File: config.mk
export PLATFORM = sky130hd
export DESIGN_NAME = fraction_arithmetic_unit
export DESIGN_NICKNAME = d
export VERILOG_FILES = /design/src/sv/fau_pkg.sv /design/src/sv/fau_ctrl.sv /design/src/sv/fau_datapath.sv /design/src/sv/fraction_arithmetic_unit.sv
export SDC_FILE = /design/constraint.sdc
export NUM_CORES = 2
export LEC_CHECK = 0
export BUFFER_PORTS_ARGS = -buffer_cell sky130_fd_sc_hd__buf_2
export CAP_MARGIN = 15
export CORE_MARGIN = 2
export CORE_UTILIZATION = 41
export DETAILED_ROUTE_END_ITERATION = 7
export PLACE_DENSITY = 0.6
export SETUP_SLACK_MARGIN = 0.2
export SYNTH_ARGS = -nofsm -noshare
export SYNTH_HDL_FRONTEND = slang
export SYNTH_SLANG_ARGS = --single-unit
export TNS_END_PERCENT = 20
File: constraint.sdc
create_clock -name clock -period 8.8 [get_ports clock]
set_input_delay 0 -clock clock [delete_from_list [all_inputs] [get_ports clock]]
set_output_delay 0 -clock clock [all_outputs]
set_load 0.005 [all_outputs]
File: src/sv/fau_pkg.sv
// Types and constants shared by the fraction arithmetic unit modules.
package fau_pkg;

   localparam int NUM_WIDTH  = 33;
   localparam int DEN_WIDTH  = 31;
   localparam int STAT_WIDTH = 2;
   localparam int CMD_WIDTH  = 3;

   localparam logic [CMD_WIDTH-1:0] CMD_ADD    = 3'd0;
   localparam logic [CMD_WIDTH-1:0] CMD_SUB    = 3'd1;
   localparam logic [CMD_WIDTH-1:0] CMD_MUL    = 3'd2;
   localparam logic [CMD_WIDTH-1:0] CMD_DIV    = 3'd3;
   localparam logic [CMD_WIDTH-1:0] CMD_REDUCE = 3'd4;

   localparam logic [STAT_WIDTH-1:0] STAT_OK          = 2'd0;
   localparam logic [STAT_WIDTH-1:0] STAT_ZERO_IN     = 2'd1;
   localparam logic [STAT_WIDTH-1:0] STAT_ZERO_RESULT = 2'd2;

   typedef enum logic [3:0] {
      ST_IDLE,
      ST_CHECK,
      ST_GCD,
      ST_SCALE,
      ST_DIV_A,
      ST_DIV_MID,
      ST_DIV_B,
      ST_MUL_1,
      ST_MUL_2,
      ST_MUL_3,
      ST_MUL_4,
      ST_REDUCE_OUT,
      ST_DONE
   } fau_state_type;

   typedef enum logic [2:0] {
      OP_NONE,
      OP_LOAD,
      OP_CHECK,
      OP_GCD_STEP,
      OP_SCALE,
      OP_DIV_INIT2,
      OP_DIV_STEP,
      OP_MUL
   } fau_op_type;

   typedef enum logic [2:0] {
      MS_AN_QB,
      MS_BN_QA,
      MS_QA_BD,
      MS_AN_BN,
      MS_AD_BD,
      MS_AN_BD,
      MS_AD_BNMAG
   } fau_mul_sel_type;

   typedef enum logic [2:0] {
      NS_HOLD,
      NS_ZERO,
      NS_ADD,
      NS_SUB,
      NS_PROD,
      NS_PROD_SIGNED,
      NS_REDUCE
   } fau_num_sel_type;

   typedef enum logic [1:0] {
      DS_HOLD,
      DS_ZERO,
      DS_PROD,
      DS_QA
   } fau_den_sel_type;

   typedef struct packed {
      fau_op_type      op;
      fau_mul_sel_type mul_sel;
      fau_num_sel_type num_sel;
      fau_den_sel_type den_sel;
   } fau_cmd_type;

   typedef struct packed {
      logic [CMD_WIDTH-1:0] command;
      logic                 zero_in;
      logic                 gcd_done;
      logic                 div_done;
   } fau_flags_type;

endpackage

File: src/sv/fau_ctrl.sv
// Sequencing state machine of the fraction arithmetic unit.
module fau_ctrl
   import fau_pkg::*;
(
   input  logic          clock,
   input  logic          reset,
   input  logic          start,
   input  fau_flags_type flags,
   output fau_cmd_type   cmd,
   output logic          busy,
   output logic          rsp_valid
);

   fau_state_type state_ff, state_in;
   logic          valid_ff, valid_in;
   logic          is_addsub;

   assign is_addsub = (flags.command == CMD_ADD) || (flags.command == CMD_SUB);
   assign busy      = (state_ff != ST_IDLE);
   assign rsp_valid = valid_ff;

   always_ff @(posedge clock) begin
      if (reset) begin
         state_ff <= ST_IDLE;
         valid_ff <= 1'b0;
      end else begin
         state_ff <= state_in;
         valid_ff <= valid_in;
      end
   end

   always_comb begin
      state_in    = state_ff;
      valid_in    = 1'b0;
      cmd.op      = OP_NONE;
      cmd.mul_sel = MS_AN_BN;
      cmd.num_sel = NS_HOLD;
      cmd.den_sel = DS_HOLD;
      unique case (state_ff)
         ST_IDLE: begin
            if (start) begin
               cmd.op   = OP_LOAD;
               state_in = ST_CHECK;
            end
         end
         ST_CHECK: begin
            // The check also loads the GCD operands and clears the result.
            cmd.op      = OP_CHECK;
            cmd.num_sel = NS_ZERO;
            cmd.den_sel = DS_ZERO;
            priority if (flags.zero_in) begin
               state_in = ST_DONE;
            end else if (flags.command == CMD_MUL || flags.command == CMD_DIV) begin
               state_in = ST_MUL_1;
            end else begin
               state_in = ST_GCD;
            end
         end
         ST_GCD: begin
            if (flags.gcd_done) begin
               state_in = ST_SCALE;
            end else begin
               cmd.op = OP_GCD_STEP;
            end
         end
         ST_SCALE: begin
            cmd.op   = OP_SCALE;
            state_in = ST_DIV_A;
         end
         ST_DIV_A: begin
            cmd.op = OP_DIV_STEP;
            if (flags.div_done) begin
               state_in = ST_DIV_MID;
            end
         end
         ST_DIV_MID: begin
            cmd.op   = OP_DIV_INIT2;
            state_in = ST_DIV_B;
         end
         ST_DIV_B: begin
            cmd.op = OP_DIV_STEP;
            if (flags.div_done) begin
               state_in = is_addsub ? ST_MUL_1 : ST_REDUCE_OUT;
            end
         end
         ST_MUL_1: begin
            cmd.op = OP_MUL;
            priority if (is_addsub) begin
               cmd.mul_sel = MS_AN_QB;
            end else if (flags.command == CMD_MUL) begin
               cmd.mul_sel = MS_AN_BN;
            end else begin
               cmd.mul_sel = MS_AN_BD;
            end
            state_in = ST_MUL_2;
         end
         ST_MUL_2: begin
            cmd.op = OP_MUL;
            priority if (is_addsub) begin
               cmd.mul_sel = MS_BN_QA;
            end else if (flags.command == CMD_MUL) begin
               cmd.mul_sel = MS_AD_BD;
               cmd.num_sel = NS_PROD;
            end else begin
               cmd.mul_sel = MS_AD_BNMAG;
               cmd.num_sel = NS_PROD_SIGNED;
            end
            state_in = ST_MUL_3;
         end
         ST_MUL_3: begin
            if (is_addsub) begin
               cmd.op      = OP_MUL;
               cmd.mul_sel = MS_QA_BD;
               cmd.num_sel = (flags.command == CMD_SUB) ? NS_SUB : NS_ADD;
               state_in    = ST_MUL_4;
            end else begin
               cmd.den_sel = DS_PROD;
               state_in    = ST_DONE;
            end
         end
         ST_MUL_4: begin
            cmd.den_sel = DS_PROD;
            state_in    = ST_DONE;
         end
         ST_REDUCE_OUT: begin
            cmd.num_sel = NS_REDUCE;
            cmd.den_sel = DS_QA;
            state_in    = ST_DONE;
         end
         ST_DONE: begin
            valid_in = 1'b1;
            state_in = ST_IDLE;
         end
         default: begin
            state_in = ST_IDLE;
         end
      endcase
   end

   a_valid_pulse: assert property (@(posedge clock) disable iff (reset)
      rsp_valid |=> !rsp_valid)
      else $error("result strobe held for more than one cycle");

   a_start_busy: assert property (@(posedge clock) disable iff (reset)
      (start && !busy) |=> busy)
      else $error("accepted transfer did not make the unit busy");

   a_valid_after_done: assert property (@(posedge clock) disable iff (reset)
      rsp_valid |-> (!busy && $past(state_ff) == ST_DONE))
      else $error("result strobe outside the completion cycle");

   a_gcd_exit: assert property (@(posedge clock) disable iff (reset)
      (state_ff == ST_GCD && flags.gcd_done) |=> state_ff == ST_SCALE)
      else $error("GCD loop did not stop on completion");

   a_div_exit: assert property (@(posedge clock) disable iff (reset)
      (state_ff == ST_DIV_A && flags.div_done) |=> state_ff == ST_DIV_MID)
      else $error("first division did not stop after its last step");

endmodule

File: src/sv/fau_datapath.sv
// Operand registers, binary GCD, restoring divider and multiplier of the fraction unit.
module fau_datapath
   import fau_pkg::*;
#(
   parameter int OPERAND_WIDTH = 16
)
(
   input  logic                               clock,
   input  logic [CMD_WIDTH-1:0]               req_command,
   input  logic signed [OPERAND_WIDTH-1:0]    req_a_numerator,
   input  logic signed [OPERAND_WIDTH-1:0]    req_a_denominator,
   input  logic signed [OPERAND_WIDTH-1:0]    req_b_numerator,
   input  logic signed [OPERAND_WIDTH-1:0]    req_b_denominator,
   input  fau_cmd_type                        cmd,
   output fau_flags_type                      flags,
   output logic signed [NUM_WIDTH-1:0]        rsp_result_numerator,
   output logic [DEN_WIDTH-1:0]               rsp_result_denominator,
   output logic [STAT_WIDTH-1:0]              rsp_status
);

   localparam int W  = OPERAND_WIDTH;
   localparam int KW = $clog2(OPERAND_WIDTH);

   // Normalised operands: denominators as magnitudes, signs in the numerators.
   logic [CMD_WIDTH-1:0]       cmd_ff, cmd_in;
   logic signed [W:0]          an_ff, an_in, bn_ff, bn_in;
   logic [W-1:0]               ad_ff, ad_in, bd_ff, bd_in;
   logic                       zin_ff, zin_in;

   logic [W-1:0]               u_ff, u_in, v_ff, v_in, g_ff, g_in;
   logic [KW-1:0]              k_ff, k_in;

   logic [W-1:0]               rem_ff, rem_in, quo_ff, quo_in, qa_ff, qa_in;
   logic [KW-1:0]              dcnt_ff, dcnt_in;

   logic signed [NUM_WIDTH-1:0] prod_ff, prod_in, acc_ff, acc_in;
   logic signed [NUM_WIDTH-1:0] num_ff, num_in;
   logic [DEN_WIDTH-1:0]        den_ff, den_in;
   logic [STAT_WIDTH-1:0]       stat_ff, stat_in;

   logic signed [W:0]          an_ext, bn_ext, an_neg_full, bn_neg_full;
   logic [W-1:0]               an_mag, bn_mag;
   logic                       addsub;
   logic                       gcd_done;
   logic [W:0]                 shifted, diff;
   logic                       fits;
   logic signed [NUM_WIDTH-1:0] mul_a, mul_b;
   logic [NUM_WIDTH-1:0]       q_ext;

   assign addsub   = (cmd_ff == CMD_ADD) || (cmd_ff == CMD_SUB);
   assign gcd_done = (u_ff == '0) || (v_ff == '0);

   assign an_ext = {req_a_numerator[W-1], req_a_numerator};
   assign bn_ext = {req_b_numerator[W-1], req_b_numerator};

   assign an_neg_full = -an_ff;
   assign bn_neg_full = -bn_ff;
   assign an_mag      = an_ff[W] ? an_neg_full[W-1:0] : an_ff[W-1:0];
   assign bn_mag      = bn_ff[W] ? bn_neg_full[W-1:0] : bn_ff[W-1:0];

   // One restoring division step.
   assign shifted = {rem_ff, quo_ff[W-1]};
   assign fits    = (shifted >= {1'b0, g_ff});
   assign diff    = shifted - {1'b0, g_ff};

   assign q_ext = NUM_WIDTH'(quo_ff);

   assign flags.command  = cmd_ff;
   assign flags.zero_in  = zin_ff;
   assign flags.gcd_done = gcd_done;
   assign flags.div_done = (dcnt_ff == '0);

   assign rsp_result_numerator   = num_ff;
   assign rsp_result_denominator = den_ff;
   assign rsp_status             = stat_ff;

   always_comb begin
      unique case (cmd.mul_sel)
         MS_AN_QB: begin
            mul_a = NUM_WIDTH'(an_ff);
            mul_b = NUM_WIDTH'(quo_ff);
         end
         MS_BN_QA: begin
            mul_a = NUM_WIDTH'(bn_ff);
            mul_b = NUM_WIDTH'(qa_ff);
         end
         MS_QA_BD: begin
            mul_a = NUM_WIDTH'(qa_ff);
            mul_b = NUM_WIDTH'(bd_ff);
         end
         MS_AN_BN: begin
            mul_a = NUM_WIDTH'(an_ff);
            mul_b = NUM_WIDTH'(bn_ff);
         end
         MS_AD_BD: begin
            mul_a = NUM_WIDTH'(ad_ff);
            mul_b = NUM_WIDTH'(bd_ff);
         end
         MS_AN_BD: begin
            mul_a = NUM_WIDTH'(an_ff);
            mul_b = NUM_WIDTH'(bd_ff);
         end
         MS_AD_BNMAG: begin
            mul_a = NUM_WIDTH'(ad_ff);
            mul_b = NUM_WIDTH'(bn_mag);
         end
         default: begin
            mul_a = '0;
            mul_b = '0;
         end
      endcase
   end

   always_comb begin
      cmd_in  = cmd_ff;
      an_in   = an_ff;
      ad_in   = ad_ff;
      bn_in   = bn_ff;
      bd_in   = bd_ff;
      zin_in  = zin_ff;
      u_in    = u_ff;
      v_in    = v_ff;
      k_in    = k_ff;
      g_in    = g_ff;
      rem_in  = rem_ff;
      quo_in  = quo_ff;
      qa_in   = qa_ff;
      dcnt_in = dcnt_ff;
      prod_in = prod_ff;
      acc_in  = acc_ff;
      stat_in = stat_ff;

      unique case (cmd.op)
         OP_NONE: begin
         end
         OP_LOAD: begin
            cmd_in = req_command;
            an_in  = req_a_denominator[W-1] ? -an_ext : an_ext;
            ad_in  = req_a_denominator[W-1] ? -req_a_denominator : req_a_denominator;
            bn_in  = req_b_denominator[W-1] ? -bn_ext : bn_ext;
            bd_in  = req_b_denominator[W-1] ? -req_b_denominator : req_b_denominator;
            zin_in = (req_a_denominator == '0)
                     || ((req_command <= CMD_DIV) && (req_b_denominator == '0));
         end
         OP_CHECK: begin
            priority if (zin_ff) begin
               stat_in = STAT_ZERO_IN;
            end else if (cmd_ff == CMD_DIV && bn_ff == '0) begin
               stat_in = STAT_ZERO_RESULT;
            end else begin
               stat_in = STAT_OK;
            end
            u_in = addsub ? ad_ff : an_mag;
            v_in = addsub ? bd_ff : ad_ff;
            k_in = '0;
         end
         OP_GCD_STEP: begin
            // Binary GCD: common factors of two are counted in k and restored later.
            priority if (gcd_done) begin
               u_in = u_ff;
            end else if (!u_ff[0] && !v_ff[0]) begin
               u_in = u_ff >> 1;
               v_in = v_ff >> 1;
               k_in = k_ff + 1'b1;
            end else if (!u_ff[0]) begin
               u_in = u_ff >> 1;
            end else if (!v_ff[0]) begin
               v_in = v_ff >> 1;
            end else if (u_ff >= v_ff) begin
               u_in = (u_ff - v_ff) >> 1;
            end else begin
               v_in = (v_ff - u_ff) >> 1;
            end
         end
         OP_SCALE: begin
            g_in    = W'((u_ff | v_ff) << k_ff);
            quo_in  = ad_ff;
            rem_in  = '0;
            dcnt_in = KW'(W - 1);
         end
         OP_DIV_INIT2: begin
            qa_in   = quo_ff;
            quo_in  = addsub ? bd_ff : an_mag;
            rem_in  = '0;
            dcnt_in = KW'(W - 1);
         end
         OP_DIV_STEP: begin
            rem_in  = fits ? diff[W-1:0] : shifted[W-1:0];
            quo_in  = {quo_ff[W-2:0], fits};
            dcnt_in = dcnt_ff - 1'b1;
         end
         OP_MUL: begin
            prod_in = mul_a * mul_b;
            acc_in  = prod_ff;
         end
         default: begin
         end
      endcase
   end

   always_comb begin
      unique case (cmd.num_sel)
         NS_HOLD:        num_in = num_ff;
         NS_ZERO:        num_in = '0;
         NS_ADD:         num_in = acc_ff + prod_ff;
         NS_SUB:         num_in = acc_ff - prod_ff;
         NS_PROD:        num_in = prod_ff;
         NS_PROD_SIGNED: num_in = bn_ff[W] ? -prod_ff : prod_ff;
         NS_REDUCE:      num_in = an_ff[W] ? -q_ext : q_ext;
         default:        num_in = num_ff;
      endcase
      unique case (cmd.den_sel)
         DS_HOLD: den_in = den_ff;
         DS_ZERO: den_in = '0;
         DS_PROD: den_in = DEN_WIDTH'(prod_ff);
         DS_QA:   den_in = DEN_WIDTH'(qa_ff);
         default: den_in = den_ff;
      endcase
   end

   always_ff @(posedge clock) begin
      cmd_ff  <= cmd_in;
      an_ff   <= an_in;
      ad_ff   <= ad_in;
      bn_ff   <= bn_in;
      bd_ff   <= bd_in;
      zin_ff  <= zin_in;
      u_ff    <= u_in;
      v_ff    <= v_in;
      k_ff    <= k_in;
      g_ff    <= g_in;
      rem_ff  <= rem_in;
      quo_ff  <= quo_in;
      qa_ff   <= qa_in;
      dcnt_ff <= dcnt_in;
      prod_ff <= prod_in;
      acc_ff  <= acc_in;
      num_ff  <= num_in;
      den_ff  <= den_in;
      stat_ff <= stat_in;
   end

endmodule

File: src/sv/fraction_arithmetic_unit.sv
// The duration of add, subtract and reduce is set by the binary GCD loop and two bit-serial
// divisions; multiply and divide skip both and go through the single shared multiplier.
// Throughput: one transfer at a time; start is taken again in the cycle the result appears.
// Reset is synchronous and active high; it returns the sequencer to idle and drops the strobe.
// The result is shown for exactly one cycle on rsp_valid and cannot be stalled by the receiver.
module fraction_arithmetic_unit
   import fau_pkg::*;
#(
   parameter int OPERAND_WIDTH = 16
)
(
   input  logic                               clock,
   input  logic                               reset,
   input  logic                               start,
   output logic                               busy,
   input  logic [CMD_WIDTH-1:0]               req_command,
   input  logic signed [OPERAND_WIDTH-1:0]    req_a_numerator,
   input  logic signed [OPERAND_WIDTH-1:0]    req_a_denominator,
   input  logic signed [OPERAND_WIDTH-1:0]    req_b_numerator,
   input  logic signed [OPERAND_WIDTH-1:0]    req_b_denominator,
   output logic                               rsp_valid,
   output logic signed [NUM_WIDTH-1:0]        rsp_result_numerator,
   output logic [DEN_WIDTH-1:0]               rsp_result_denominator,
   output logic [STAT_WIDTH-1:0]              rsp_status
);

   fau_cmd_type   cmd;
   fau_flags_type flags;

   fau_ctrl u_ctrl (
      .clock     (clock),
      .reset     (reset),
      .start     (start),
      .flags     (flags),
      .cmd       (cmd),
      .busy      (busy),
      .rsp_valid (rsp_valid)
   );

   fau_datapath #(
      .OPERAND_WIDTH (OPERAND_WIDTH)
   ) u_datapath (
      .clock                  (clock),
      .req_command            (req_command),
      .req_a_numerator        (req_a_numerator),
      .req_a_denominator      (req_a_denominator),
      .req_b_numerator        (req_b_numerator),
      .req_b_denominator      (req_b_denominator),
      .cmd                    (cmd),
      .flags                  (flags),
      .rsp_result_numerator   (rsp_result_numerator),
      .rsp_result_denominator (rsp_result_denominator),
      .rsp_status             (rsp_status)
   );

endmodule

==> out/results.tsv <==
metric	value	unit
Hold Path Origin	req_b_denominator[15]	
ys async rst share	0	%
Critical Path Slowest Stage Cell	fa_1	
Final Skew	0.0375	ns
CTS sink count	311	
EDFF count, synth	306	
IO buf count	137	
Worst Setup End Kind	register	
I/O pins	138	
Seq/Total Area, Yosys	26.8	%
DR vias	28100	
Starting Density	41.5	%
worst skew pair latency	0.58	ns
Worst Hold Class	in -> reg	
maxcap violations	0	
Rows	106	
Root Driver	clkbuf_16	
period utilization	100	%
H-tree depth	2	
Final WS setup	-0.00554	ns
crit path kind	reg -> reg	
global route total overflow	0	
initial antenna violation count	1	
Area Growth Syn to Fin	16.6	%
RD Place Congestion	0.945	
Initial DRT Pass Iterations	8	
worst r2r src	u_datapath.bn_ff[4]$_DFFE_PN_	
Die Area	87000	µm²
hpwl dp	81.8	mm
Core Area	83700	µm²
max incr delay on CP	0.56	ns
chip width	295	µm
mean area per synthesized cell	9.42	µm²
worst-path maximum fanout	6	
fin crit period	8.81	ns
Slew Limit Fails	0	
synthesized flop and latch total	311	
flop-to-flop setup slack	-0.006	ns
Mapped Nets	4374	
share of layout cells above drive strength 1	13.2	%
Worst slew margin	26.8	%
crit start category	register	
Critical Path AT	9.13	ns
Total GRT Usage	23.9	%
status	complete, but fails checks	
routed len/inst	19.7	µm
Hold Violations, Final	0	
Routed WL	102	mm
R2R depth	32	
Synth cell types	91	
Antenna diodes	0	
Cells after Synth	3683	
final setup fails	1	
Die Y	295	µm
hold endpoint	u_datapath.bd_ff[6]$_DFFE_PN_	
reg2reg end	u_datapath.prod_ff[32]$_DFFE_PN_	
Worst Hold Depth	3	
Syn. warnings	0	
worst slew pin tran	1.10	ns
Iter 0 DRT Violations	2561	
clk buf depth	3	
CTS tree	yes	
Post-Syn Area	34700	µm²
failing checks	setup timing	
fmax	114	MHz
largest net degree at the start of global routing	71	
Clk pin slew, worst setup/hold paths	0.06	ns
CP Data Required Time	9.12	ns
nets	4707	
number of global-route vias before repair	28300	
Fin Hold WS	0.0557	ns
antenna viol nets, final	0	
Synth Flop Type	edfxtp_1	
first-pass GRT wire length	161	mm
most used cell along the critical path	fa_1	
unrepaired setup endpoints after global routing	true	
Vias/cell	5.43	
DRC Markers	0	
Num CTS Buffers	37	
cell families (layout without fill, tap and decap cells):
group	after synthesis	after routing	synth area share (%)
AOI/OAI and AO/OA	742	742	14.2
xor gates and xnor gates	234	234	5.95
adders and majority gates	621	621	30.4
buffers and inverters	725	1086	7.92
DFF	311	311	26.8
muxes	43	43	1.28
and+or+nand+nor	1007	1007	13.5
stage by stage:
stage                     std cells   TNS, ns  instance area [µm²]  util, %  setup WS [ns]
after floorplan                3683         0                34800        -          0.201
after global placement         5004   -0.0192                38000     45.4        -0.0192
after detailed placement       5004    -0.352                38000     45.4         -0.152
after CTS                      5176   -0.0262                40400     48.3        -0.0262
after global routing           5178     -1.72                40500     48.3         -0.414
final                          5178  -0.00554                40500     48.3       -0.00554
per-layer routing:
layer / track usage, % / wire length [µm] / up-vias
met3: 3.73 / 8170 / 167
met4: 6.13 / 2700 / 0
met2: 38.9 / 46900 / 1070
li1: - / - / 13100
met5: 0 / 0 / -
met1: 33.2 / 44300 / 13800
sequential cells by signal (all words and copies together), names as in the netlist, 17 cells and up:
signal,flops
u_datapath.acc_ff,33
u_datapath.rsp_result_numerator,33
u_datapath.prod_ff,33
u_datapath.an_ff,17
u_datapath.rsp_result_denominator,31
u_datapath.bn_ff,17
cells in the mapped netlist, types with 20 or more instances:
master,n,area (µm²)
inv_1,575,2160
fa_1,369,7390
nor2_1,362,1360
edfxtp_1,306,9190
nand2_1,299,1120
ha_1,252,3150
a21oi_1,178,891
o21ai_0,167,836
xnor2_1,165,1450
clkbuf_1,124,465
xor2_1,68,596
nand2b_1,64,400
nor3_1,49,245
o211ai_1,47,353
or2_2,40,250
a21o_1,39,293
nand3_1,36,180
o31ai_1,34,255
mux2i_1,32,320
a22oi_1,28,210
a31oi_1,27,169
o21a_1,24,180
or3_1,23,144
a221oi_1,22,193
nor4_1,22,138
and2_1,21,131
a22o_1,20,175
layout make-up:
class | instances | area, µm²
fill | 7869 | 43200
tap | 1134 | 1420
clock buffer | 41 | 941
timing repair buffer | 443 | 3320
clock inverter | 26 | 342
inverter | 576 | 2160
sequential | 311 | 9290
multi-input combinational | 2647 | 23000
how the worst max path moves through the flow:
stage | from | end | cells after the start | slack [ns]
after floorplan | u_datapath.bn_ff[4]$_DFFE_PN_ | u_datapath.prod_ff[31]$_DFFE_PN_ | 33 | 0.20
after global placement | u_datapath.bn_ff[4]$_DFFE_PN_ | u_datapath.prod_ff[32]$_DFFE_PN_ | 33 | -0.02
after detailed placement | u_datapath.bn_ff[4]$_DFFE_PN_ | u_datapath.prod_ff[32]$_DFFE_PN_ | 33 | -0.15
after CTS | u_datapath.bn_ff[4]$_DFFE_PN_ | u_datapath.prod_ff[32]$_DFFE_PN_ | 32 | -0.03
after global routing | u_datapath.bn_ff[4]$_DFFE_PN_ | u_datapath.prod_ff[32]$_DFFE_PN_ | 34 | -0.41
final | u_datapath.bn_ff[4]$_DFFE_PN_ | u_datapath.prod_ff[32]$_DFFE_PN_ | 32 | -0.006
cell usage in the layout (no fill, tap or decap), drive strengths merged, types with 17 or more instances in the layout:
cell type and n:
o21a 24, o31ai 35, inv 580, o211ai 48, ha 252, o21bai 17, nand3 36, and2 21
a22oi 28, and3 17, a21o 39, nor4 22, nand2b 64, nor2 364, nand2 300, fa 369
mux2i 32, nor3 51, or2 43, edfxtp 306, xnor2 165, o21ai 171, a221oi 24, clkbuf 41
buf 343, a31oi 27, xor2 68, dlygate4sd3 100, a22o 20, or3 23, a21oi 179
critical path: cells and delay by family, from the launching register on:
family	cells	cell delay, ns
buffers and inverters	7	0.72
AOI/OAI and AO/OA	6	0.95
adders and majority gates	9	4.11
and+or+nand+nor	9	2.25
xor gates and xnor gates	1	0.09
DFF	1	0.40
what timing repair did:
item,4_1_cts,5_1_grt
gates resized for setup,23,12
hold buffers,100,0
buffers inserted,5,2
pin swaps,18,7
hold endpoints to repair,75,0
endpoints found under the setup margin,6,13
Power is left out: the tool's default activity adds up to more than one toggle a clock period on the data nets, which glitch-free logic cannot reach.
